<file path="src/rtl/core/mscu_pkg.sv">
`timescale 1ns / 1ps
// ----------------------------------------------------------------------------
// mscu_pkg
// Shared types, widths and register codes of the magnetometer sample
// calibrator.
// ----------------------------------------------------------------------------
package mscu_pkg;

	localparam int CFG_IDX_W  = 3;
	localparam int CFG_DATA_W = 48;
	localparam int SCALE_W    = 24;
	localparam int AXIS_W     = 16;
	localparam int TERM_W     = 29;   // Q.12 value after offset removal
	localparam int PROD_W     = TERM_W + AXIS_W;
	localparam int ACC_W      = PROD_W + 2;
	localparam int FIELD_W    = 32;
	localparam int Q12_SHIFT  = 12;
	localparam int Q14_SHIFT  = 14;
	localparam int STEP_W     = 4;
	localparam int NUM_PROD   = 12;   // three scale products, nine matrix products

	typedef enum logic [CFG_IDX_W-1:0] {
		REG_SCALE    = 3'd0,
		REG_HARD_IRON = 3'd1,
		REG_COEFF_XX = 3'd2,
		REG_COEFF_XY = 3'd3,
		REG_COEFF_XZ = 3'd4,
		REG_COEFF_YY = 3'd5,
		REG_COEFF_YZ = 3'd6,
		REG_COEFF_ZZ = 3'd7
	} cfg_reg_t;

	localparam logic [SCALE_W-1:0]        SCALE_RST     = 24'd25166;
	localparam logic [CFG_DATA_W-1:0]     HARD_IRON_RST = 48'd29149616215304;
	localparam logic signed [AXIS_W-1:0]  COEFF_XX_RST  = 16'sd16062;
	localparam logic signed [AXIS_W-1:0]  COEFF_XY_RST  = -16'sd173;
	localparam logic signed [AXIS_W-1:0]  COEFF_XZ_RST  = 16'sd124;
	localparam logic signed [AXIS_W-1:0]  COEFF_YY_RST  = 16'sd15575;
	localparam logic signed [AXIS_W-1:0]  COEFF_YZ_RST  = -16'sd582;
	localparam logic signed [AXIS_W-1:0]  COEFF_ZZ_RST  = 16'sd17605;

	typedef logic signed [AXIS_W-1:0]  s16_t;
	typedef logic signed [TERM_W-1:0]  term_t;
	typedef logic signed [PROD_W-1:0]  prod_t;
	typedef logic signed [FIELD_W-1:0] field_t;

	typedef struct packed {
		logic [7:0] byte_x_low;
		logic [7:0] byte_x_high;
		logic [7:0] byte_y_low;
		logic [7:0] byte_y_high;
		logic [7:0] byte_z_low;
		logic [7:0] byte_z_high;
		logic       bus_error;
	} sample_t;

	typedef struct packed {
		logic         status;
		logic signed [AXIS_W-1:0]  avg_x;
		logic signed [AXIS_W-1:0]  avg_y;
		logic signed [AXIS_W-1:0]  avg_z;
		logic signed [FIELD_W-1:0] field_x;
		logic signed [FIELD_W-1:0] field_y;
		logic signed [FIELD_W-1:0] field_z;
	} result_t;

	// tag that travels with each product through the multiplier register
	typedef struct packed {
		logic       valid;
		logic       to_q12;   // scale product: form an offset-corrected term
		logic       first;    // first product of a matrix row
		logic       last;     // last product of a matrix row
		logic [1:0] idx;      // axis for scale products, row for matrix products
	} mul_tag_t;

endpackage

</file>
<file path="src/rtl/core/mscu_stream_if.sv">
`timescale 1ns / 1ps
// ----------------------------------------------------------------------------
// mscu_stream_if
// Valid/ready channel carrying one payload item per transaction.
// ----------------------------------------------------------------------------
interface mscu_stream_if #(
	parameter type payload_t = logic
);
	logic     valid;
	logic     ready;
	payload_t payload;

	modport source (output valid, output payload, input ready);
	modport sink   (input valid, input payload, output ready);
endinterface

</file>
<file path="src/rtl/core/mscu_mul_unit.sv">
`timescale 1ns / 1ps
// ----------------------------------------------------------------------------
// mscu_mul_unit
// Shared signed multiplier with registered product and tag.
// ----------------------------------------------------------------------------
module mscu_mul_unit (
	input  logic              clk,
	input  logic              arst_n,
	input  mscu_pkg::term_t   op_a,
	input  mscu_pkg::s16_t    op_b,
	input  mscu_pkg::mul_tag_t tag,
	output mscu_pkg::prod_t   prod_s1,
	output mscu_pkg::mul_tag_t tag_s1
);
	import mscu_pkg::*;

	prod_t prod;

	assign prod = op_a * op_b;

	always_ff @(posedge clk or negedge arst_n) begin
		if (!arst_n) begin
			tag_s1 <= '0;
		end else begin
			tag_s1 <= tag;
		end
	end

	always_ff @(posedge clk) begin
		prod_s1 <= prod;
	end

endmodule

</file>
<file path="src/rtl/core/mscu_acc_unit.sv">
`timescale 1ns / 1ps
// ----------------------------------------------------------------------------
// mscu_acc_unit
// Consumes registered products: forms the offset-corrected Q.12 terms and
// accumulates the matrix rows with shift and saturation.
// ----------------------------------------------------------------------------
module mscu_acc_unit (
	input  logic               clk,
	input  mscu_pkg::prod_t    prod_s1,
	input  mscu_pkg::mul_tag_t tag_s1,
	input  mscu_pkg::s16_t     offset [3],
	output mscu_pkg::term_t    term_q [3],
	output mscu_pkg::field_t   field_q [3]
);
	import mscu_pkg::*;

	logic signed [ACC_W-1:0]         acc_q;
	logic signed [ACC_W-1:0]         sum;
	logic signed [ACC_W-Q14_SHIFT-1:0] shifted;
	term_t                           scaled;
	term_t                           term;
	field_t                          sat;

	// scale product stays below 2^39 in magnitude, so bits 40:12 hold it
	assign scaled  = prod_s1[TERM_W+Q12_SHIFT-1:Q12_SHIFT];
	assign term    = scaled - TERM_W'(offset[tag_s1.idx]);
	assign sum     = (tag_s1.first ? '0 : acc_q) + ACC_W'(prod_s1);
	assign shifted = sum[ACC_W-1:Q14_SHIFT];

	always_comb begin
		if (shifted[ACC_W-Q14_SHIFT-1] != shifted[FIELD_W-1]) begin
			sat = shifted[ACC_W-Q14_SHIFT-1] ? {1'b1, {(FIELD_W-1){1'b0}}}
			                                 : {1'b0, {(FIELD_W-1){1'b1}}};
		end else begin
			sat = shifted[FIELD_W-1:0];
		end
	end

	always_ff @(posedge clk) begin
		if (tag_s1.valid) begin
			if (tag_s1.to_q12) begin
				term_q[tag_s1.idx] <= term;
			end else if (tag_s1.last) begin
				field_q[tag_s1.idx] <= sat;
			end else begin
				acc_q <= sum;
			end
		end
	end

endmodule

</file>
<file path="src/rtl/core/magnetometer_sample_calibrator_unit.sv">
`timescale 1ns / 1ps
// ----------------------------------------------------------------------------
// magnetometer_sample_calibrator_unit
// Averages a raw magnetometer sample with the kept previous average, scales
// it, removes hard-iron offsets and applies the soft-iron matrix.
// ----------------------------------------------------------------------------
//  channel   dir  payload    transfer
//  sample    in   sample_t   valid & ready
//  result    out  result_t   valid & ready
//  cfg       in   index/data cfg_we, no back-pressure
//
//  a good sample passes through the accept, 13 sequencer steps through the
//  single shared multiplier (12 products plus one drain step) and the load
//  of the output register; a failed read goes from the accept straight to
//  the output load; reset clears the sequencer and the kept averages and
//  reloads the default settings
//  a stalled result holds the block in its last step until the output frees;
//  the next sample may be taken while a finished result still waits
// ----------------------------------------------------------------------------
module magnetometer_sample_calibrator_unit (
	input  logic                                clk,
	input  logic                                arst_n,
	mscu_stream_if.sink                         sample,
	mscu_stream_if.source                       result,
	input  logic                                cfg_we,
	input  logic [mscu_pkg::CFG_IDX_W-1:0]      cfg_index,
	input  logic [mscu_pkg::CFG_DATA_W-1:0]     cfg_data
);
	import mscu_pkg::*;

	typedef enum logic [1:0] {
		ST_IDLE,
		ST_RUN,
		ST_FINISH
	} state_t;

	state_t                 state_q;
	logic [STEP_W-1:0]      step_q;
	logic                   err_q;
	s16_t                   prev_q [3];
	logic [SCALE_W-1:0]     scale_q;
	logic [CFG_DATA_W-1:0]  hard_iron_q;
	s16_t                   cxx_q, cxy_q, cxz_q, cyy_q, cyz_q, czz_q;
	logic                   out_valid_q;
	result_t                out_q;

	s16_t                   raw [3];
	s16_t                   oriented [3];
	s16_t                   avg_new [3];
	logic signed [AXIS_W:0] pair_sum [3];
	logic signed [AXIS_W:0] pair_adj [3];
	s16_t                   offset [3];
	term_t                  term_q [3];
	field_t                 field_q [3];
	term_t                  op_a;
	s16_t                   op_b;
	mul_tag_t               tag;
	prod_t                  prod_s1;
	mul_tag_t               tag_s1;
	logic                   accept;
	logic                   out_free;

	assign accept   = sample.valid && sample.ready;
	assign out_free = !out_valid_q || result.ready;

	assign sample.ready   = (state_q == ST_IDLE);
	assign result.valid   = out_valid_q;
	assign result.payload = out_q;

	assign raw[0] = {sample.payload.byte_x_high, sample.payload.byte_x_low};
	assign raw[1] = {sample.payload.byte_y_high, sample.payload.byte_y_low};
	assign raw[2] = {sample.payload.byte_z_high, sample.payload.byte_z_low};
	assign oriented[0] = raw[0];
	assign oriented[1] = AXIS_W'(-raw[1]);
	assign oriented[2] = AXIS_W'(-raw[2]);

	assign offset[0] = hard_iron_q[AXIS_W-1:0];
	assign offset[1] = hard_iron_q[2*AXIS_W-1:AXIS_W];
	assign offset[2] = hard_iron_q[3*AXIS_W-1:2*AXIS_W];

	// halve the sum, rounding toward zero
	always_comb begin
		for (int i = 0; i < 3; i++) begin
			pair_sum[i] = (AXIS_W+1)'(prev_q[i]) + (AXIS_W+1)'(oriented[i]);
			pair_adj[i] = pair_sum[i] + {{AXIS_W{1'b0}}, pair_sum[i][AXIS_W]};
			avg_new[i]  = pair_adj[i][AXIS_W:1];
		end
	end

	// operand and tag for each sequencer step
	always_comb begin
		op_a = term_q[0];
		op_b = cxx_q;
		tag  = '0;
		case (step_q) inside
			[4'd0:4'd2]: begin
				op_a       = TERM_W'(scale_q);
				op_b       = prev_q[step_q[1:0]];
				tag.to_q12 = 1'b1;
				tag.idx    = step_q[1:0];
			end
			4'd3:  begin op_a = term_q[0]; op_b = cxx_q; tag.first = 1'b1; tag.idx = 2'd0; end
			4'd4:  begin op_a = term_q[1]; op_b = cxy_q; tag.idx = 2'd0; end
			4'd5:  begin op_a = term_q[2]; op_b = cxz_q; tag.last = 1'b1; tag.idx = 2'd0; end
			4'd6:  begin op_a = term_q[0]; op_b = cxy_q; tag.first = 1'b1; tag.idx = 2'd1; end
			4'd7:  begin op_a = term_q[1]; op_b = cyy_q; tag.idx = 2'd1; end
			4'd8:  begin op_a = term_q[2]; op_b = cyz_q; tag.last = 1'b1; tag.idx = 2'd1; end
			4'd9:  begin op_a = term_q[0]; op_b = cxz_q; tag.first = 1'b1; tag.idx = 2'd2; end
			4'd10: begin op_a = term_q[1]; op_b = cyz_q; tag.idx = 2'd2; end
			4'd11: begin op_a = term_q[2]; op_b = czz_q; tag.last = 1'b1; tag.idx = 2'd2; end
			default: begin
				tag = '0;
			end
		endcase
		tag.valid = (state_q == ST_RUN) && (step_q < STEP_W'(NUM_PROD));
	end

	mscu_mul_unit u_mul (
		.clk     (clk),
		.arst_n  (arst_n),
		.op_a    (op_a),
		.op_b    (op_b),
		.tag     (tag),
		.prod_s1 (prod_s1),
		.tag_s1  (tag_s1)
	);

	mscu_acc_unit u_acc (
		.clk     (clk),
		.prod_s1 (prod_s1),
		.tag_s1  (tag_s1),
		.offset  (offset),
		.term_q  (term_q),
		.field_q (field_q)
	);

	always_ff @(posedge clk or negedge arst_n) begin
		if (!arst_n) begin
			scale_q     <= SCALE_RST;
			hard_iron_q <= HARD_IRON_RST;
			cxx_q       <= COEFF_XX_RST;
			cxy_q       <= COEFF_XY_RST;
			cxz_q       <= COEFF_XZ_RST;
			cyy_q       <= COEFF_YY_RST;
			cyz_q       <= COEFF_YZ_RST;
			czz_q       <= COEFF_ZZ_RST;
		end else if (cfg_we) begin
			unique case (cfg_reg_t'(cfg_index))
				REG_SCALE:     scale_q     <= cfg_data[SCALE_W-1:0];
				REG_HARD_IRON: hard_iron_q <= cfg_data;
				REG_COEFF_XX:  cxx_q       <= cfg_data[AXIS_W-1:0];
				REG_COEFF_XY:  cxy_q       <= cfg_data[AXIS_W-1:0];
				REG_COEFF_XZ:  cxz_q       <= cfg_data[AXIS_W-1:0];
				REG_COEFF_YY:  cyy_q       <= cfg_data[AXIS_W-1:0];
				REG_COEFF_YZ:  cyz_q       <= cfg_data[AXIS_W-1:0];
				REG_COEFF_ZZ:  czz_q       <= cfg_data[AXIS_W-1:0];
				default: begin
				end
			endcase
		end
	end

	always_ff @(posedge clk or negedge arst_n) begin
		if (!arst_n) begin
			state_q     <= ST_IDLE;
			step_q      <= '0;
			err_q       <= 1'b0;
			out_valid_q <= 1'b0;
			out_q       <= '0;
			for (int i = 0; i < 3; i++) begin
				prev_q[i] <= '0;
			end
		end else begin
			// the finish step reloads the output itself
			if (out_valid_q && result.ready && state_q != ST_FINISH) begin
				out_valid_q <= 1'b0;
			end
			unique case (state_q)
				ST_IDLE: begin
					if (accept) begin
						err_q  <= sample.payload.bus_error;
						step_q <= '0;
						if (sample.payload.bus_error) begin
							state_q <= ST_FINISH;
						end else begin
							for (int i = 0; i < 3; i++) begin
								prev_q[i] <= avg_new[i];
							end
							state_q <= ST_RUN;
						end
					end
				end
				ST_RUN: begin
					// the final step only drains the last product
					if (step_q == STEP_W'(NUM_PROD)) begin
						state_q <= ST_FINISH;
					end else begin
						step_q <= step_q + 1'b1;
					end
				end
				ST_FINISH: begin
					if (out_free) begin
						out_valid_q <= 1'b1;
						state_q     <= ST_IDLE;
						if (err_q) begin
							out_q <= '{status: 1'b1, default: '0};
						end else begin
							out_q <= '{status: 1'b0,
								avg_x: prev_q[0], avg_y: prev_q[1], avg_z: prev_q[2],
								field_x: field_q[0], field_y: field_q[1],
								field_z: field_q[2]};
						end
					end
				end
				default: begin
					state_q <= ST_IDLE;
				end
			endcase
		end
	end

	a_step_bound: assert property (@(posedge clk) disable iff (!arst_n)
		step_q <= STEP_W'(NUM_PROD))
		else $error("sequencer step out of range");

	a_err_keeps_avg: assert property (@(posedge clk) disable iff (!arst_n)
		(accept && sample.payload.bus_error) |=>
			($stable(prev_q[0]) && $stable(prev_q[1]) && $stable(prev_q[2])))
		else $error("failed read changed the kept averages");

	a_run_ends: assert property (@(posedge clk) disable iff (!arst_n)
		(state_q == ST_RUN && step_q == STEP_W'(NUM_PROD)) |=> (state_q == ST_FINISH))
		else $error("sequencer did not finish after the last product");

	a_mul_only_in_run: assert property (@(posedge clk) disable iff (!arst_n)
		tag_s1.valid |-> ($past(state_q) == ST_RUN))
		else $error("product issued outside the run state");

	a_err_result_zero: assert property (@(posedge clk) disable iff (!arst_n)
		(result.valid && result.payload.status) |->
			(result.payload.field_x == '0 && result.payload.avg_x == '0))
		else $error("failed read result carries data");

endmodule

</file>
<file path="src/flat_wrapper.sv">
// flat-port wrapper written by rule: the top's interface ports become plain ports
module magnetometer_sample_calibrator_unit_flat import mscu_pkg::*;
  (clk, arst_n, cfg_we, cfg_index, cfg_data, sample_valid, sample_payload, sample_ready, result_valid, result_payload, result_ready);
  mscu_stream_if #(.payload_t(sample_t)) sample_i ();
  mscu_stream_if #(.payload_t(result_t)) result_i ();
  input  logic clk;
  input  logic arst_n;
  input  logic cfg_we;
  input  logic [mscu_pkg::CFG_IDX_W-1:0] cfg_index;
  input  logic [mscu_pkg::CFG_DATA_W-1:0] cfg_data;
  input wire logic [$bits(sample_i.valid)-1:0] sample_valid;
  input wire logic [$bits(sample_i.payload)-1:0] sample_payload;
  output wire logic [$bits(sample_i.ready)-1:0] sample_ready;
  output wire logic [$bits(result_i.valid)-1:0] result_valid;
  output wire logic [$bits(result_i.payload)-1:0] result_payload;
  input wire logic [$bits(result_i.ready)-1:0] result_ready;
  assign sample_i.valid = sample_valid;
  assign sample_i.payload = sample_payload;
  assign sample_ready = sample_i.ready;
  assign result_valid = result_i.valid;
  assign result_payload = result_i.payload;
  assign result_i.ready = result_ready;
  magnetometer_sample_calibrator_unit u_core (.clk(clk), .arst_n(arst_n), .sample(sample_i), .result(result_i), .cfg_we(cfg_we), .cfg_index(cfg_index), .cfg_data(cfg_data));
endmodule
</file>
<file path="config.mk">
export PLATFORM = sky130hd
export DESIGN_NAME = magnetometer_sample_calibrator_unit_flat
export DESIGN_NICKNAME = d
export VERILOG_FILES = /design/src/rtl/core/mscu_pkg.sv /design/src/rtl/core/mscu_stream_if.sv /design/src/rtl/core/mscu_mul_unit.sv /design/src/rtl/core/mscu_acc_unit.sv /design/src/rtl/core/magnetometer_sample_calibrator_unit.sv /design/src/flat_wrapper.sv
export SDC_FILE = /design/constraint.sdc
export NUM_CORES = 2
export LEC_CHECK = 0
export ABC_CLOCK_PERIOD_IN_PS = 16600
export BUFFER_PORTS_ARGS = -buffer_cell sky130_fd_sc_hd__buf_2
export CORE_UTILIZATION = 55
export DETAILED_ROUTE_END_ITERATION = 6
export MAX_ROUTING_LAYER = met4
export PLACE_DENSITY_LB_ADDON = 0.15
export SLEW_MARGIN = 25
export SYNTH_ARGS = -nofsm -noshare
export SYNTH_HDL_FRONTEND = slang
export SYNTH_SLANG_ARGS = --single-unit
</file>
<file path="constraint.sdc">
create_clock -name clk -period 16.6 [get_ports clk]
set_input_delay 1.66 -clock clk [delete_from_list [all_inputs] [get_ports clk]]
set_output_delay 1.66 -clock clk [all_outputs]
set_load 0.005 [all_outputs]
</file>
==> impl_results.md <==
* Max-slew violations at 0
* Fraction of layout cells with a size suffix above 1 at 0.141
* Stages on worst setup path at 32
* Clock slew at reported path FFs at 0.06 ns
* Synth warn at 0
* Layout area overhead at 10.2%
* Antenna viol nets, final at 0
* Chip height at 303 um
* Worst Tran Pin Value at 1.06 ns
* Fmax at 90.6 MHz
* Post-synth top area share at 0.180
* Sink Count at 650
* Outcome: completed
* Crit. Startpoint: u_core.step_q[0]
* Final worst path period share at 0.665
* Crit. End Element: flip-flop
* RSZ-0062 raised after global routing: false
* Area of the die at 91900 um^2
* Max-cap violations at 0
* WP data required at 17.15 ns
* DRC Markers at 0
* Syn Nets at 5898
* Final hold vios at 0
* Core box area at 89900 um^2
* Reg2reg end: u_core.u_mul.prod_s1[43]
* # resized after CTS at 0
* Crit path kind: flip-flop to flip-flop
* CTS tree: built
* Register bit total from synthesis at 650
* Post-Syn Area at 49900 um^2
* List of most frequent post-synthesis cells: nand2_1, inv_1, fa_1
* R2R setup slack at 5.56 ns
* First-pass GRT wire length at 225000 um
* Largest net degree at the start of global routing at 114
* Ys async rst share at 0.577
* Port bufs at 251
* WL per Instance at 22.7 um
* Via density at 5.89
* Cell taking the most area after synthesis: fa_1
* CTS root buf: clkbuf_16
* CP max FO at 30
* Setup total negative slack at 0 ns
* Initial DRC count at 3378
* Nets at 6044
* Setup violators final at 0
* CP Buf/Inv Count at 6
* IO Count at 252
* Worst skew pair latency at 0.67 ns
* Clk_skew at 0.0507 ns
* Post-layout minimum cycle time at 11.04 ns
* Post-synth EDFFs at 230
* HPWL Detailed at 111000 um
* Startpoint types: flip-flop
* Die extent in x at 303 um
* Std cell rows at 110
* Synth area leaders: fa_1, dfrtp_1, edfxtp_1
* Max transition margin at 0.289
* Antenna violations before repair at 10
* Number of buffers created by CTS at 75
* Critical-path top delay cell: dfrtp_1
* Gr ovfl total at 0
* Clock Tree Buf Depth at 3
* Filler cells at 7766
* GRT Overall Usage at 0.335
* R2R depth at 32
* Number of global-route vias before repair at 38100
* Min-delay worst type: flip-flop to flip-flop
* Initial Util at 0.555
* Drt total wl at 147000 um
* Distinct cells, synth at 92
* Main flop type after synthesis: dfrtp_1
* Top-count cell post-synth: nand2_1
* Reg area at 17300 um^2
* Via Count at 38300
* RR Startpoint: u_core.step_q[0]
* CP endpoint: u_core.u_mul.prod_s1[43]
* Most frequent CP cell: fa_1
* CP top delay family: adder cells
* Area used by multi-input combinational logic at 29700 um^2
* Worst EP arrival at 11.59 ns
* Mapped Cells at 5105
* H-tree levels at 3
* DR pass1 iterations at 6
* Hold buffers post-CTS at 0
* CP max stage delay at 0.79 ns
* Seq/Total Area, Yosys at 0.347
* Post-CTS Repair Setup Buffers at 0
* GPL Wtd Cong at 1.03
* Syn_area_per_cell at 9.77 um^2
-- routing by layer --
layer / wire (um) / GRT usage / share of wire
met5: 0 / - / 0
met4: 6220 / 0.133 / 0.042
met3: 12400 / 0.0579 / 0.084
met2: 65800 / 0.505 / 0.45
met1: 63000 / 0.451 / 0.43
-- flip-flops by register name, summed over array words and instances (netlist names) --
| register | cells |
|---|---|
| u_core.u_acc.acc_q | 47 |
| u_core.u_acc.term_q | 87 |
| u_core.u_mul.prod_s1 | 45 |
| u_core.czz_q | 16 |
| u_core.cxy_q | 16 |
| u_core.hard_iron_q | 48 |
| u_core.result.valid | 1 |
| u_core.scale_q | 24 |
| u_core.cyy_q | 16 |
| u_core.err_q | 1 |
| u_core.state_q | 2 |
| u_core.cxz_q | 16 |
| u_core.prev_q | 48 |
| u_core.cyz_q | 16 |
| u_core.cxx_q | 16 |
| u_core.result.payload | 145 |
| u_core.step_q | 4 |
| u_core.u_mul.tag_s1 | 6 |
| u_core.u_acc.field_q | 96 |
-- worst min-delay path by stage --
| stage | cells after the start | to | startpoint |
|---|---|---|---|
| 2_1_floorplan | 2 | u_core.result.payload[113] | u_core.result.payload[113] |
| 3_3_place_gp | 2 | u_core.result.payload[11] | u_core.result.payload[11] |
| 3_5_place_dp | 2 | u_core.result.payload[97] | u_core.result.payload[97] |
| 4_1_cts | 2 | u_core.result.payload[97] | u_core.result.payload[97] |
| 5_1_grt | 2 | u_core.result.payload[102] | u_core.result.payload[102] |
| 6_report | 2 | u_core.result.payload[4] | u_core.result.payload[4] |
-- per-stage QoR --
step                 util  cells  setup slack, ns  area, um^2  hold WS (ns)
floorplan               -   5105             7.89       49900         0.473
global placement    0.583   6345             6.04       52400         0.456
detailed placement  0.583   6348             5.83       52400         0.462
CTS                 0.611   6488             5.78       54900         0.475
global route        0.612   6498             5.02       55000         0.503
finish              0.612   6498             5.56       55000         0.468
-- cell families after synthesis --
logic type	Yosys count	share of synthesized area
flip-flops	650	0.347
AO/OA/AOI/OAI	946	0.117
adder cells (fa/ha/maj)	719	0.246
buffers and inverters	839	0.0635
AND/OR/NAND/NOR	1537	0.144
XOR/XNOR	213	0.0374
multiplexers	201	0.0447
-- worst reg2reg max path, delay by kind of cell (launching register included) --
| family | cells | cell delay, ns |
|---|---|---|
| compound gates | 8 | 2.04 |
| flops | 1 | 0.79 |
| buf+inv | 6 | 1.03 |
| fa+ha+maj | 8 | 4.08 |
| xor+xnor | 1 | 0.16 |
| simple gates | 9 | 2.85 |
-- placed cells by master, fill, tap and decap left out, drive strengths merged, types with 54 or more instances in the layout --
cell type	netlist	layout
nand2b	195	195
fa	449	449
nand2	654	654
dfstp	80	80
mux2	175	175
buf	23	311
a21o	54	54
xnor2	137	137
edfxtp	230	230
nor3	56	56
and2	72	72
clkbuf	219	97
nor2	304	304
xor2	76	76
dfrtp	295	295
o21ai	316	316
o22ai	83	83
inv	595	598
ha	239	239
a21oi	233	233
nor2b	84	84
-- layout make-up --
type	instances	share of cell area
sequential	650	0.314
multi-input combinational	3616	0.540
antenna	8	0.000364
timing repair buffer	311	0.0318
tap	1176	0.0268
clock buffer	97	0.0367
clock inverter	43	0.00926
inverter	597	0.0408
Power is not shown: default switching activity piles up to over one toggle a cycle in this logic, so the estimate is an artifact.
